==> src/hw/rtl/pgfi_pkg.sv <==
// Package for the path gap filling interpolator: widths, limits, the heading
// wrap function and the command/status structs between controller and datapath.
// No dependencies.
`default_nettype none
package pgfi_pkg;

   localparam int MAX_INSERT = 63;
   localparam int N_W        = $clog2(MAX_INSERT + 1);
   localparam int M_W        = N_W + 1;
   localparam int NUM_FIELDS = 6;
   localparam int FLD_W      = 3;
   localparam int CNT_W      = 6;
   localparam int ROOT_STEPS = 34;
   localparam int DIV_STEPS  = 33;

   localparam logic signed [21:0] PI_Q     = 22'sd205887;
   localparam logic signed [21:0] TWO_PI_Q = 22'sd411775;

   localparam logic [FLD_W-1:0] FLD_HEADING = 3'd3;
   localparam logic [FLD_W-1:0] FLD_LAST    = 3'd5;

   localparam logic [30:0] MAX_GAP_RESET = 31'd131072;

   typedef struct packed {
      logic             load_in;
      logic             sq_x;
      logic             sq_y;
      logic             root_init;
      logic             root_step;
      logic             search_init;
      logic             search_step;
      logic             div_start;
      logic             div_step;
      logic             div_store;
      logic             lane_adv;
      logic             out_fill;
      logic             out_last;
      logic             commit;
      logic [FLD_W-1:0] fld;
   } pgfi_cmd_type;

   typedef struct packed {
      logic have_prev;
      logic exceed;
      logic search_done;
      logic last_fill;
   } pgfi_status_type;

   // wrap a heading difference into [-pi, pi]
   function automatic logic signed [18:0] wrap_heading(input logic signed [20:0] d);
      logic signed [21:0] v;
      v = {d[20], d};
      for (int i = 0; i < 3; i++) begin
         if (v > PI_Q) begin
            v = v - TWO_PI_Q;
         end
      end
      for (int i = 0; i < 3; i++) begin
         if (v < -PI_Q) begin
            v = v + TWO_PI_Q;
         end
      end
      return v[18:0];
   endfunction

endpackage
`default_nettype wire

==> src/hw/rtl/pgfi_csr.sv <==
// APB-style register port holding max_gap.
// Uses pgfi_pkg.
`default_nettype none
module pgfi_csr
   import pgfi_pkg::*;
(
   input  wire logic        clock,
   input  wire logic        reset,
   input  wire logic        csr_psel,
   input  wire logic        csr_penable,
   input  wire logic        csr_pwrite,
   input  wire logic [2:0]  csr_paddr,
   input  wire logic [31:0] csr_pwdata,
   output logic      [31:0] csr_prdata,
   output logic             csr_pready,
   output logic      [30:0] max_gap
);

   logic [30:0] max_gap_ff;

   always_ff @(posedge clock) begin
      if (reset) begin
         max_gap_ff <= MAX_GAP_RESET;
      end else if (csr_psel && csr_penable && csr_pwrite && csr_paddr == 3'd0) begin
         max_gap_ff <= csr_pwdata[30:0];
      end
   end

   assign csr_pready = 1'b1;
   assign csr_prdata = (csr_paddr == 3'd0) ? {1'b0, max_gap_ff} : 32'd0;
   assign max_gap    = max_gap_ff;

endmodule
`default_nettype wire

==> config.mk <==
export PLATFORM = sky130hd
export DESIGN_NAME = pgfi_csr
export DESIGN_NICKNAME = d
export VERILOG_FILES = /design/src/hw/rtl/pgfi_pkg.sv /design/src/hw/rtl/pgfi_csr.sv
export SDC_FILE = /design/constraint.sdc
export NUM_CORES = 1
export LEC_CHECK = 0
export BUFFER_PORTS_ARGS = -buffer_cell sky130_fd_sc_hd__buf_2
export CAP_MARGIN = 20
export CORE_ASPECT_RATIO = 2
export CORE_MARGIN = 3
export CORE_UTILIZATION = 38
export DETAILED_ROUTE_END_ITERATION = 8
export GPL_TIMING_DRIVEN = 0
export PLACE_DENSITY = 0.86
export SETUP_SLACK_MARGIN = 0.1
export SLEW_MARGIN = 25
export SYNTH_ARGS = -nofsm -noshare
export SYNTH_HDL_FRONTEND = slang
export SYNTH_SLANG_ARGS = --single-unit
==> constraint.sdc <==
create_clock -name clock -period 1.1 [get_ports clock]
set_input_delay 0.22 -clock clock [delete_from_list [all_inputs] [get_ports clock]]
set_output_delay 0.22 -clock clock [all_outputs]
set_load 0.1 [all_outputs]
* Word level (Yosys, flattened, before mapping) *
Cells that the tools add are included.
W data, S select, Z words.

word-level totals
  word-level logic and storage cells = 6
  bits in read-only memories = 0
  memories = 0
  latch bits = 0
  input bits = 40
  RAM bits = 0
  flip-flop bits (word level) = 31

operators by class
  add/sub/neg operators = 0
  magnitude comparators = 0
  reduce and logical (&&, ||, !) cells = 4
  multiply operators = 0
  shifts and indexed selects = 0
  multiplexer cells = 1
  bitwise logic cells = 0
  divide/modulo/power cells = 0
  eq/ne operators = 0

operators with widths
  cell                 count
  $mux W31             1
  $logic_and A1 B1 Y1  3
  $logic_not A3 Y1     1

* Longest topological paths before layout *
  depth after elaboration = 3
  depth in mapped cells = 5
  depth with buffers taken out = 3

* Worst setup path before layout *
Ideal clock, no wire load.

  path type = register to output
  start point = register max_gap_ff[0], in the netlist max_gap[0]
  end point = output port csr_prdata[0]
  path buffers = 0
  data arrival time = 1813 ps
  cell stages (with the launch flop) = 2
  setup slack = -933 ps
  required time = 880 ps
  cell sequence = dfxtp_1 and2_1

between the ends
  cells in the longest elaborated chain, start to end = 1

RTL lines
  element                   RTL line        RTL
  start: declaration        pgfi_csr.sv:19  logic [30:0] max_gap_ff;
  start signal: assignment  pgfi_csr.sv:25  max_gap_ff <= csr_pwdata[30:0];
  $mux W31                  pgfi_csr.sv:30  assign csr_prdata = (csr_paddr == 3'd0) ? {1'b0, max_gap_ff} : 32'd0;
  end: declaration          pgfi_csr.sv:14  output logic [31:0] csr_prdata,

Every way passes these cells.

* Final worst setup path *
  start point = input port csr_paddr[0]
  end point = register max_gap_ff[22], in the netlist max_gap[22]

between the ends
  cells in the longest elaborated chain, start to end = 2

RTL lines
  element              RTL line        RTL
  start: declaration   pgfi_csr.sv:12  input wire logic [2:0] csr_paddr,
  $logic_not A3 Y1     pgfi_csr.sv:24  end else if (csr_psel && csr_penable && csr_pwrite && csr_paddr == 3'd0) begin
  $logic_and A1 B1 Y1  pgfi_csr.sv:24

Every way passes these cells.
A chain may end at the register's enable or synchronous reset.

==> out/summary.txt <==
Status -> complete, but fails checks
Failing checks -> negative setup slack
Max FFs per register -> 31
Share of layout cells above drive strength 1 -> 65.5%
Total GRT Usage -> 27.9%
DP Wirelength -> 3410 um
Crit end category -> register
Initial core utilization -> 40.1%
CP peak stage delay -> 220 ps
Final setup viols -> 62
Routed WL per cell -> 20.7 um
DR vias/cell -> 4.92
CTS tree -> done
Pin count of the biggest net entering global routing -> 11
Worst hold path type -> in -> reg
Minimum clock period -> 1390 ps
Fin. Hold Viols -> 0
Clock transition at path regs -> 70 ps
Later-pin clock latency in the skew report -> 270 ps
Seq cells post-synth -> 31
Most frequent cells in the layout -> 67 x buf_12, 60 x nand2b_1, 36 x buf_2
Worst Skew -> 0 ps
P&R area growth vs syn -> 123%
Pre-CTS setup slack -> -586 ps
Die height -> 99.3 um
CP max stage cell -> mux2i_4
Critical path arrival -> 1590 ps
PnR worst setup slack -> -290 ps
Buf/Inv on CP -> 6
WP data required -> 1300 ps
Hold_buf cts -> 0
Global-route wire length before repair -> 10,500 um
Synth Area per Inst -> 9.51 sq um
Post-Syn Area -> 1650 sq um
GR Overflow Total -> 0
Final Cycle Share -> 126%
H-tree Lvls -> 2
Maximum VDD drop -> 0.799 mV
Leak -> 1.46 nW
Core ar. -> 4130 sq um
Antenna diode count -> 0
Post-Syn Instances -> 174
Initial DRC Count -> 52
Max Fanout on Critical Path -> 6
CP Class -> in -> reg
Die area -> 5230 sq um
Setup repair after global routing missed its margin -> yes
Synth area leader -> dfxtp_1
Post-synthesis sequential area ratio -> 37.5%
Clock sink count -> 31
CTS Buf Count -> 5
Port buffer count -> 100
Pre-antenna DRT Iters -> 4
Cells along the critical path -> buf_6 > nor3_4 > buf_6 > buf_6 > and4_1 > buf_6 > buf_12 > buf_12 > mux2i_4
Post-Syn Nets -> 214
Crit path top cell by count -> buf_6
Synth Warn # -> 0
Max_cap viols -> 0
Width of the die -> 52.7 um
Post-route non-filler standard cell count -> 345
F_max -> 719 MHz
Initial antenna violation count -> 0
Placed insts -> 326
Critical Path Start Type -> input port
Leading post-synthesis cells by cell area -> dfxtp_1 38%, nand2b_1 23%, mux2i_1 19%
Final #Nets -> 332
Clk root buf -> clkbuf_8
PwrDens -> 643 nW/um^2
CP top delay family -> buffers and inverters
Clock tree buffer depth -> 2
Number of global-route vias before repair -> 1,935
# DRC -> 0
Top Ports -> 104
Hold_ws -> 190 ps
Rows -> 33
Via count -> 1,697
Max Slew Vio Count -> 0
Routability cong. -> 0.741
Synth top area share -> 37.5%
Antenna viol nets, final -> 0
Setup TNS Final -> -14,020 ps
Routed WL -> 7160 um
Commonest non-fill, non-tap cell in the layout -> buf_12
Count of cell types in the netlist -> 12
Reg-to-reg setup timing slack -> 340 ps
logic make-up (layout without fill, tap and decap cells):
group	Yosys count	count (layout)	share of synthesized area [%]
simple gates	95	95	36.0
mux	31	31	18.8
other cells	2	2	0.454
buf+inv	15	134	7.26
flops	31	31	37.5
worst min-delay path, delay by kind of cell:
kind          cells  cell delay, ps
mux               1              60
simple gates      1              60
buf+inv           1             100
timing repair:
action | CTS | global route
gates cloned | 4 | 0
gates resized for setup | 261 | 6
buffers inserted | 7 | 1
pin swaps | 6 | 1
setup endpoints to repair | 92 | 93
metrics by stage:
stage | utilization (%) | area [sq um] | total power [mW]
after CTS | 89.1 | 3680 | 2.37
after detailed placement | 58.9 | 2430 | 1.43
final | 89.4 | 3690 | 2.37
after global placement | 58.9 | 2430 | 1.43
after floorplan | - | 1870 | 1.32
after global routing | 89.4 | 3690 | 2.46
layer usage:
metal  vias up  part of all wire (%)  global-route usage, %
met3        25                   4.7                   4.50
met2        87                    61                   53.6
met5         -                     0                      0
met4         0                   4.4                   15.7
met1       804                    30                   25.5
li1        781                     -                      -
path summary, 6_finish.rpt:
| path | from | to | cells past startpoint |
|---|---|---|---|
| max reg2reg | max_gap[16] | max_gap[16] | 3 |
| min reg2reg | max_gap[14] | max_gap[14] | 2 |
| min | csr_pwdata[1] | max_gap[1] | 3 |
| max | csr_paddr[0] | max_gap[22] | 9 |
area by class of cell:
cell class                 instances  area [sq um]
buffer                            15           173
multi-input combinational        128          1030
fill                             169           438
sequential                        31           737
timing repair buffer             111          1610
clock buffer                       7          76.3
tap                               52          65.1
clock inverter                     1          5.00
report_power, final:
group	internal [mW]	total, mW	switching [mW]
registers	1.06	1.07	0.0120
clock network	0.444	0.861	0.417
logic	0.199	0.439	0.240
synth_stat cells:
master    instances
and2_1           31
and4_1            1
buf_12            3
buf_4             2
buf_6             1
clkbuf_1          9
conb_1            2
dfxtp_1          31
mux2i_1          31
nand2b_1         60
nor2_1            2
nor3_2            1
Power figures use the tool's default switching activity.
