## src/hw/rtl/pgfi_pkg.sv

```systemverilog
// Package for the path gap filling interpolator: widths, limits, the heading
// wrap function and the command/status structs between controller and datapath.
// No dependencies.
`default_nettype none
package pgfi_pkg;

   localparam int MAX_INSERT = 63;
   localparam int N_W        = $clog2(MAX_INSERT + 1);
   localparam int M_W        = N_W + 1;
   localparam int NUM_FIELDS = 6;
   localparam int FLD_W      = 3;
   localparam int CNT_W      = 6;
   localparam int ROOT_STEPS = 34;
   localparam int DIV_STEPS  = 33;

   localparam logic signed [21:0] PI_Q     = 22'sd205887;
   localparam logic signed [21:0] TWO_PI_Q = 22'sd411775;

   localparam logic [FLD_W-1:0] FLD_HEADING = 3'd3;
   localparam logic [FLD_W-1:0] FLD_LAST    = 3'd5;

   localparam logic [30:0] MAX_GAP_RESET = 31'd131072;

   typedef struct packed {
      logic             load_in;
      logic             sq_x;
      logic             sq_y;
      logic             root_init;
      logic             root_step;
      logic             search_init;
      logic             search_step;
      logic             div_start;
      logic             div_step;
      logic             div_store;
      logic             lane_adv;
      logic             out_fill;
      logic             out_last;
      logic             commit;
      logic [FLD_W-1:0] fld;
   } pgfi_cmd_type;

   typedef struct packed {
      logic have_prev;
      logic exceed;
      logic search_done;
      logic last_fill;
   } pgfi_status_type;

   // wrap a heading difference into [-pi, pi]
   function automatic logic signed [18:0] wrap_heading(input logic signed [20:0] d);
      logic signed [21:0] v;
      v = {d[20], d};
      for (int i = 0; i < 3; i++) begin
         if (v > PI_Q) begin
            v = v - TWO_PI_Q;
         end
      end
      for (int i = 0; i < 3; i++) begin
         if (v < -PI_Q) begin
            v = v + TWO_PI_Q;
         end
      end
      return v[18:0];
   endfunction

endpackage
`default_nettype wire

```

## src/hw/rtl/pgfi_ctrl.sv

```systemverilog
// Controller: sequences one input point through square root, count search,
// divides and emission of the result beats. Uses pgfi_pkg.
`default_nettype none
module pgfi_ctrl
   import pgfi_pkg::*;
(
   input  wire logic            clock,
   input  wire logic            reset,
   input  wire logic            req_valid,
   input  wire logic            req_start_path,
   output logic                 req_ready,
   output logic                 rsp_valid,
   input  wire logic            rsp_ready,
   input  wire pgfi_status_type status,
   output pgfi_cmd_type         cmd
);

   typedef enum logic [3:0] {
      S_IDLE, S_SQX, S_SQY, S_RINIT, S_ROOT, S_CHECK, S_SEARCH,
      S_DSTART, S_DIV, S_DEND, S_FILL, S_LAST
   } state_type;

   state_type        state_ff;
   logic [CNT_W-1:0] cnt_ff;
   logic [FLD_W-1:0] fld_ff;
   logic             rsp_valid_ff;
   logic             slot_free;

   assign slot_free = !rsp_valid_ff || rsp_ready;

   always_comb begin
      cmd             = '0;
      cmd.fld         = fld_ff;
      cmd.load_in     = (state_ff == S_IDLE) && req_valid;
      cmd.sq_x        = (state_ff == S_SQX);
      cmd.sq_y        = (state_ff == S_SQY);
      cmd.root_init   = (state_ff == S_RINIT);
      cmd.root_step   = (state_ff == S_ROOT);
      cmd.search_init = (state_ff == S_CHECK) && status.exceed;
      cmd.search_step = (state_ff == S_SEARCH) && !status.search_done;
      cmd.div_start   = (state_ff == S_DSTART);
      cmd.div_step    = (state_ff == S_DIV);
      cmd.div_store   = (state_ff == S_DEND);
      cmd.lane_adv    = (state_ff == S_FILL) && slot_free;
      cmd.out_fill    = (state_ff == S_FILL) && slot_free;
      cmd.out_last    = (state_ff == S_LAST) && slot_free;
      cmd.commit      = (state_ff == S_LAST) && slot_free;
   end

   always_ff @(posedge clock) begin
      if (reset) begin
         state_ff     <= S_IDLE;
         cnt_ff       <= '0;
         fld_ff       <= '0;
         rsp_valid_ff <= 1'b0;
      end else begin
         if (cmd.out_fill || cmd.out_last) begin
            rsp_valid_ff <= 1'b1;
         end else if (rsp_ready) begin
            rsp_valid_ff <= 1'b0;
         end
         unique case (state_ff)
            S_IDLE: begin
               if (req_valid) begin
                  state_ff <= (req_start_path || !status.have_prev) ? S_LAST : S_SQX;
               end
            end
            S_SQX: begin
               state_ff <= S_SQY;
            end
            S_SQY: begin
               state_ff <= S_RINIT;
            end
            S_RINIT: begin
               cnt_ff   <= '0;
               state_ff <= S_ROOT;
            end
            S_ROOT: begin
               cnt_ff <= cnt_ff + CNT_W'(1);
               if (cnt_ff == CNT_W'(ROOT_STEPS - 1)) begin
                  state_ff <= S_CHECK;
               end
            end
            S_CHECK: begin
               state_ff <= status.exceed ? S_SEARCH : S_LAST;
            end
            S_SEARCH: begin
               if (status.search_done) begin
                  fld_ff   <= '0;
                  state_ff <= S_DSTART;
               end
            end
            S_DSTART: begin
               cnt_ff   <= '0;
               state_ff <= S_DIV;
            end
            S_DIV: begin
               cnt_ff <= cnt_ff + CNT_W'(1);
               if (cnt_ff == CNT_W'(DIV_STEPS - 1)) begin
                  state_ff <= S_DEND;
               end
            end
            S_DEND: begin
               if (fld_ff == FLD_LAST) begin
                  state_ff <= S_FILL;
               end else begin
                  fld_ff   <= fld_ff + FLD_W'(1);
                  state_ff <= S_DSTART;
               end
            end
            S_FILL: begin
               if (slot_free && status.last_fill) begin
                  state_ff <= S_LAST;
               end
            end
            S_LAST: begin
               if (slot_free) begin
                  state_ff <= S_IDLE;
               end
            end
            default: begin
               state_ff <= S_IDLE;
            end
         endcase
      end
   end

   assign req_ready = (state_ff == S_IDLE);
   assign rsp_valid = rsp_valid_ff;

endmodule
`default_nettype wire

```

## config.mk

```make
export PLATFORM = sky130hd
export DESIGN_NAME = pgfi_ctrl
export DESIGN_NICKNAME = d
export VERILOG_FILES = /design/src/hw/rtl/pgfi_pkg.sv /design/src/hw/rtl/pgfi_ctrl.sv
export SDC_FILE = /design/constraint.sdc
export NUM_CORES = 1
export LEC_CHECK = 0
export BUFFER_PORTS_ARGS = -buffer_cell sky130_fd_sc_hd__buf_2
export CORE_MARGIN = 2
export CORE_UTILIZATION = 52
export CTS_BUF_LIST = sky130_fd_sc_hd__clkbuf_16
export DETAILED_ROUTE_END_ITERATION = 16
export GPL_TIMING_DRIVEN = 0
export HOLD_SLACK_MARGIN = 0.08
export PLACE_DENSITY_LB_ADDON = 0.2
export SLEW_MARGIN = 25
export SYNTH_ARGS = -nofsm -noshare
export SYNTH_HDL_FRONTEND = slang
export SYNTH_SLANG_ARGS = --single-unit
```

## constraint.sdc

```tcl
create_clock -name clock -period 2.3 [get_ports clock]
set_input_delay 0.115 -clock clock [delete_from_list [all_inputs] [get_ports clock]]
set_output_delay 0.115 -clock clock [all_outputs]
set_load 0.01 [all_outputs]
```

* After elaboration in Yosys (flattened, before gate mapping)
Cells that the tools add are included.
Operators by class: add/sub/neg operators 2, eq/ne operators 21, mux-type cells 16, reductions and logical operators 20
Operators by type and width (count):
- 4-bit case mux with 12 select lines | 1
- 4-bit two-way mux | 9
- 4-bit by 3-bit equality test with 1-bit output (second input constant) | 4
- 4-bit equality test (second input constant) | 4
- 6-bit equality test (second input constant) | 2
- 6-bit case mux with 2 select lines | 1
- 4-bit by 2-bit equality test with 1-bit output (second input constant) | 2
- 2-bit inequality test (second input constant) | 4
- 6-bit by 1-bit adder with 6-bit output (second input constant) | 1
- 1-bit logical AND | 6
- 3-bit two-way mux | 2
- 2-bit by 1-bit inequality test with 1-bit output (second input constant) | 3
- 3-bit case mux with 2 select lines | 1
- 6-bit AND reduction | 1
- 2-bit nonzero test | 3
- 4-bit by 1-bit equality test with 1-bit output (second input constant) | 1
- 4-bit logical NOT | 1
- 2-bit OR reduction | 2
- 3-bit by 1-bit adder with 3-bit output (second input constant) | 1
- 3-bit equality test (second input constant) | 1
- 1-bit logical NOT | 3
- 1-bit logical OR | 3
- 3-bit AND reduction | 1
- 1-bit two-way mux | 2
Word-level totals: flip-flop bits (word level) 14, input bits 9, output and inout port bits 19, word-level logic and storage cells 63

* Longest topological paths before layout
depth in word-level cells 5, gate-level depth with buffers 6, gate-level depth less buffers 6

* Worst setup path after synthesis
OpenSTA, ideal clock, no wires.
path kind register -> register, start register cnt_ff[0], end register state_ff[3], setup time 0.096 ns, data arrival time 1.544 ns, required time 2.204 ns, path slack 0.661 ns, cell stages (with the launch flop) 7, buffers on the path 0, period minus slack after synthesis 1.639 ns, cells stage by stage dfxtp_1 > inv_1 > ha_1 > mux2i_1 > and3_1 > or4_4 > o41ai_2
Between the ends: cells in the longest elaborated chain, start to end 3, elaborated cells on any way between the ends 5, classes of those cells 4 x eq/ne; 1 x reduce/logical
RTL lines:
- from (decl) | RTL line pgfi_ctrl.sv:24 | logic [CNT_W-1:0] cnt_ff;
- from (signal assigned) | RTL line pgfi_ctrl.sv:79 | cnt_ff <= cnt_ff + CNT_W'(1);
- from (signal assigned) | RTL line pgfi_ctrl.sv:98 | cnt_ff <= cnt_ff + CNT_W'(1);
- 6-bit equality test (on tied branches) | RTL line pgfi_ctrl.sv:80, pgfi_ctrl.sv:99
- 2-bit by 1-bit inequality test with 1-bit output (no source line)
- 6-bit AND reduction (no source line) *
- to (signal assigned) | RTL line pgfi_ctrl.sv:65 | state_ff <= (req_start_path || !status.have_prev) ? S_LAST : S_SQX;
- to (signal assigned) | RTL line pgfi_ctrl.sv:85 | state_ff <= status.exceed ? S_SEARCH : S_LAST;
- to (decl) | RTL line pgfi_ctrl.sv:23 | state_type state_ff;
Every way passes the cells marked *; elsewhere a longest branch is shown, timed or not. A chain may end at the register's enable or synchronous reset.

==> metrics.md <==
| Metric | Value |
|---|---|
| Result of the run | `completed` |
| Hold Crit Start | `rsp_ready` |
| Total via count after detailed routing | `around 1,100` |
| Top-level I/O count | `28` |
| Destination of the worst hold path | `rsp_valid` |
| Aggregate routed wire length | `around 2.6 mm` |
| Startpoint type of the worst setup path | `register` |
| Startpoint of the worst register-to-register path | `state_ff[1]` |
| Critical Path Start | `state_ff[1]` |
| TritonCTS clock tree | `yes` |
| Max-capacitance violation count | `0` |
| Crit path largest cell delay | `approximately 0.44 ns` |
| Required arrival time at the worst endpoint | `between 2 and 2.5 ns` |
| Final period util | `about nine tenths` |
| Remaining antenna violation count | `0` |
| Slew Limit Fails | `0` |
| Post-CTS repair timing setup buffer count | `0` |
| Leakage power | `0.561 nW` |
| Cell area after synthesis | `1070 um^2` |
| Pre-Repair DR Iteration Count | `4` |
| Count of routing violations after the opening detailed-route iteration | `16` |
| Vertical die dimension | `just under 50 um` |
| Die footprint | `between 2000 and 2500 um^2` |
| Routed len/inst | `approximately 13 um` |
| Final Hold Fails | `0` |
| Critical path type | `register to output port` |
| Number of storage elements in the synthesis netlist | `14` |
| Total of endpoints with negative setup slack in the final report | `0` |
| Antenna Cells | `0` |
| Count of flip-flops with a built-in enable after synthesis | `0` |
| Synthesized Nets | `between 150 and 200` |
| Clock latency on the worst-skew pair | `between 0.2 and 0.25 ns` |
| Clock skew after layout | `0.00102 ns` |
| Fraction of final layout cells with drive strength greater than 1 | `approximately a fifth` |
| Post-route insts no fill | `198` |
| Comb pwr share | `51.3%` |
| Largest fanout on the critical path | `10` |
| CP Capture Type | `output port` |
| Total negative slack for setup checks | `0 ns` |
| Overflow left after global routing | `0` |
| Number of H-tree levels | `1` |
| Number of buffers added to fix hold violations after cts | `0` |
| Class of the worst hold path | `primary input to register` |
| Root Driver | `sky130_fd_sc_hd__clkbuf_16` |
| Cell type of the slowest stage on the worst timing path | `sky130_fd_sc_hd__dfxtp_1` |
| Mean number of vias per cell | `5.71` |
| FF-to-FF End | `state_ff[0]` |
| Post_cts resized | `0` |
| Sequential Power Share | `around 25%` |
| Pin slew with the least headroom to its limit | `approximately 0.58 ns` |
| Total of buffers placed on input and output ports | `27` |
| Via count of the first global-routing pass | `1,073` |
| Mean instance size in the synthesized netlist | `approximately 7.6 um^2` |
| Min-Delay Path Depth | `3` |
| Share of async-settable or async-resettable flops after synthesis | `0%` |
| Setup repair after global routing missed its margin | `false` |
| Net switching component of the power | `between 0.5 and 0.6 mW` |
| Critical path cell sequence | `clkbuf_1 -> clkbuf_1 -> nand2b_1 -> nor3_1 -> buf_2` |
| Register area share after synthesis | `a little over a quarter` |
| Placed cells | `roughly 200` |
| Share of power burned in the clock network | `between 20% and 30%` |
| Final critical-path required period | `2.09 ns` |
| Maximum resistive drop on vdd | `just over 600 uV` |
| Die outline width | `a little under 50 um` |
| DP Wirelength | `around 1.9 mm` |
| Clock Tree Buf Depth | `2` |
| Maximum number of pins on one net before global-route repair | `11` |
| Net switching fraction of the power | `about two fifths` |
| Number of nets at the end of the flow | `187` |
| Routability-driven placement congestion ratio | `around 0.96` |
| Power Internal | `about 0.80 mW` |
| Number of distinct library cells after synthesis | `between 40 and 50` |
| Total power | `1.37 mW` |
| Number of antenna violations at the first check in global routing | `0` |
| Layout overhead on the synthesized area | `22.7%` |
| Total stage count of the critical path | `5` |
| Logic depth of the worst register-to-register path | `4` |
| Post-Synthesis Cells | `141` |
| Clock transition time at the flip-flop clock pins of the worst setup and hold paths | `roughly 0.040 ns` |
| Power density over cell area | `1040 nW/um^2` |
| CP delay by family, top | `buffers and inverters` |
| Initial core utilization | `roughly 55%` |
| Achievable Freq | `479 MHz` |
| Wire length of the first global-routing pass | `between 4 and 5 mm` |
| Pre-CTS setup slack | `about 0.44 ns` |
| Dominant register cell in the synthesized netlist | `sky130_fd_sc_hd__dfxtp_1` |
| Number of buffer and inverter instances along the worst setup path | `3` |
| Yosys synthesis warning count | `0` |
| Cell seen most often among critical-path stages | `sky130_fd_sc_hd__clkbuf_1` |
| Inserted Clock Buffers | `3` |
| Slack of the worst reg-to-reg path | `around 0.39 ns` |
| Arrival time worst endpoint | `roughly 2.0 ns` |
| DRC violation count after routing | `0` |
| Final setup slack of the worst path | `~0.21 ns` |
| Total routing resource utilization after global routing | `23.4%` |
| Standard-cell row count | `16` |
| Worst slew margin | `roughly three fifths` |
| Floorplan Core Area | `1960 um^2` |
| Sinks on the clock net | `14` |
-- sequential cells by signal, summed over array words and instances, names as in the netlist --
name and cells:
cnt_ff 6, fld_ff 3, rsp_valid 1, state_ff 4
-- routing by layer --
layer  part of all wire (%)  GRT usage (%)  up-vias
met1                     44           29.0      518
li1                       -              -      569
met4                    1.8           10.2        0
met2                     47           39.6       37
met5                      0              0        -
met3                    6.5           4.55        6
-- layout by cell type (no fill, tap or decap), types with 3 or more instances in the layout --
master                      netlist  layout
sky130_fd_sc_hd__nand2_1         10      10
sky130_fd_sc_hd__nor4_1           3       3
sky130_fd_sc_hd__ha_1             5       5
sky130_fd_sc_hd__buf_2            1      28
sky130_fd_sc_hd__nor3_1           7       7
sky130_fd_sc_hd__nor2_1          10      10
sky130_fd_sc_hd__clkbuf_16        0       3
sky130_fd_sc_hd__or3_1            3       3
sky130_fd_sc_hd__a21oi_1         13      13
sky130_fd_sc_hd__buf_4            3       3
sky130_fd_sc_hd__nand3b_1         3       3
sky130_fd_sc_hd__dfxtp_1         14      14
sky130_fd_sc_hd__o21ai_0          3       3
sky130_fd_sc_hd__nand3_1          3       3
sky130_fd_sc_hd__nand2b_1         9       9
sky130_fd_sc_hd__clkbuf_1         7       7
sky130_fd_sc_hd__mux2i_1          6       6
sky130_fd_sc_hd__nor2b_1          7       7
sky130_fd_sc_hd__inv_1            7       7
-- synthesized netlist by cell type, types with 3 or more instances --
| cell | instances | area share (%) |
|---|---|---|
| sky130_fd_sc_hd__a21oi_1 | 13 | 6.1 |
| sky130_fd_sc_hd__buf_4 | 3 | 2.1 |
| sky130_fd_sc_hd__clkbuf_1 | 7 | 2.4 |
| sky130_fd_sc_hd__dfxtp_1 | 14 | 26 |
| sky130_fd_sc_hd__ha_1 | 5 | 5.8 |
| sky130_fd_sc_hd__inv_1 | 7 | 2.4 |
| sky130_fd_sc_hd__mux2i_1 | 6 | 5.6 |
| sky130_fd_sc_hd__nand2_1 | 10 | 3.5 |
| sky130_fd_sc_hd__nand2b_1 | 9 | 5.2 |
| sky130_fd_sc_hd__nand3_1 | 3 | 1.4 |
| sky130_fd_sc_hd__nand3b_1 | 3 | 2.1 |
| sky130_fd_sc_hd__nor2_1 | 10 | 3.5 |
| sky130_fd_sc_hd__nor2b_1 | 7 | 4.1 |
| sky130_fd_sc_hd__nor3_1 | 7 | 3.3 |
| sky130_fd_sc_hd__nor4_1 | 3 | 1.7 |
| sky130_fd_sc_hd__o21ai_0 | 3 | 1.4 |
| sky130_fd_sc_hd__or3_1 | 3 | 1.7 |
-- worst max-delay path by stage --
stage	endpoint	slack, ns
3_3_place_gp	state_ff[0]	0.46
3_5_place_dp	state_ff[3]	0.44
2_1_floorplan	state_ff[3]	0.66
5_1_grt	cmd[10]	0.02
4_1_cts	cmd[10]	0.23
6_report	cmd[10]	0.21
-- tightest hold or removal path, stage by stage --
cell,delay [ns]
sky130_fd_sc_hd__buf_2,0.08
sky130_fd_sc_hd__nand2b_1,0.13
sky130_fd_sc_hd__a21oi_1,0.07
-- area by class of cell --
class                           count  area (um^2)
Tap cell                           27         33.8
Timing Repair Buffer               27          135
Fill cell                         184          643
Sequential cell                    14          280
Multi-Input combinational cell    109          714
Inverter                            7         26.3
Buffer                             11         53.8
Clock buffer                        3         75.1
-- power by group through the flow --
stage	logic, mW	registers, mW	clock network, mW
2_1_floorplan	0.513	0.333	0
3_3_place_gp	0.680	0.346	0
3_5_place_dp	0.689	0.349	0
4_1_cts	0.693	0.345	0.328
5_1_grt	0.775	0.355	0.333
6_report	0.701	0.347	0.318
-- kinds of logic (layout without fill, tap and decap cells) --
| group | Yosys count | after routing | synth area share [%] |
|---|---|---|---|
| compound gates | 30 | 30 | 18.4 |
| xor+xnor | 1 | 1 | 0.815 |
| fa+ha+maj | 5 | 5 | 5.82 |
| buf+inv | 18 | 48 | 7.45 |
| flops | 14 | 14 | 26.1 |
| mux | 6 | 6 | 5.59 |
| simple gates | 67 | 67 | 35.9 |
-- through the flow --
step           instance area (um^2)  utilization (%)  hold slack, ns
3_3_place_gp                   1240             63.4           0.456
6_report                       1320             67.2           0.209
4_1_cts                        1320             67.2           0.212
2_1_floorplan                  1070                -           0.284
3_5_place_dp                   1240             63.4           0.463
5_1_grt                        1320             67.2           0.235
No activity file was read; power rests on OpenSTA's default activity.
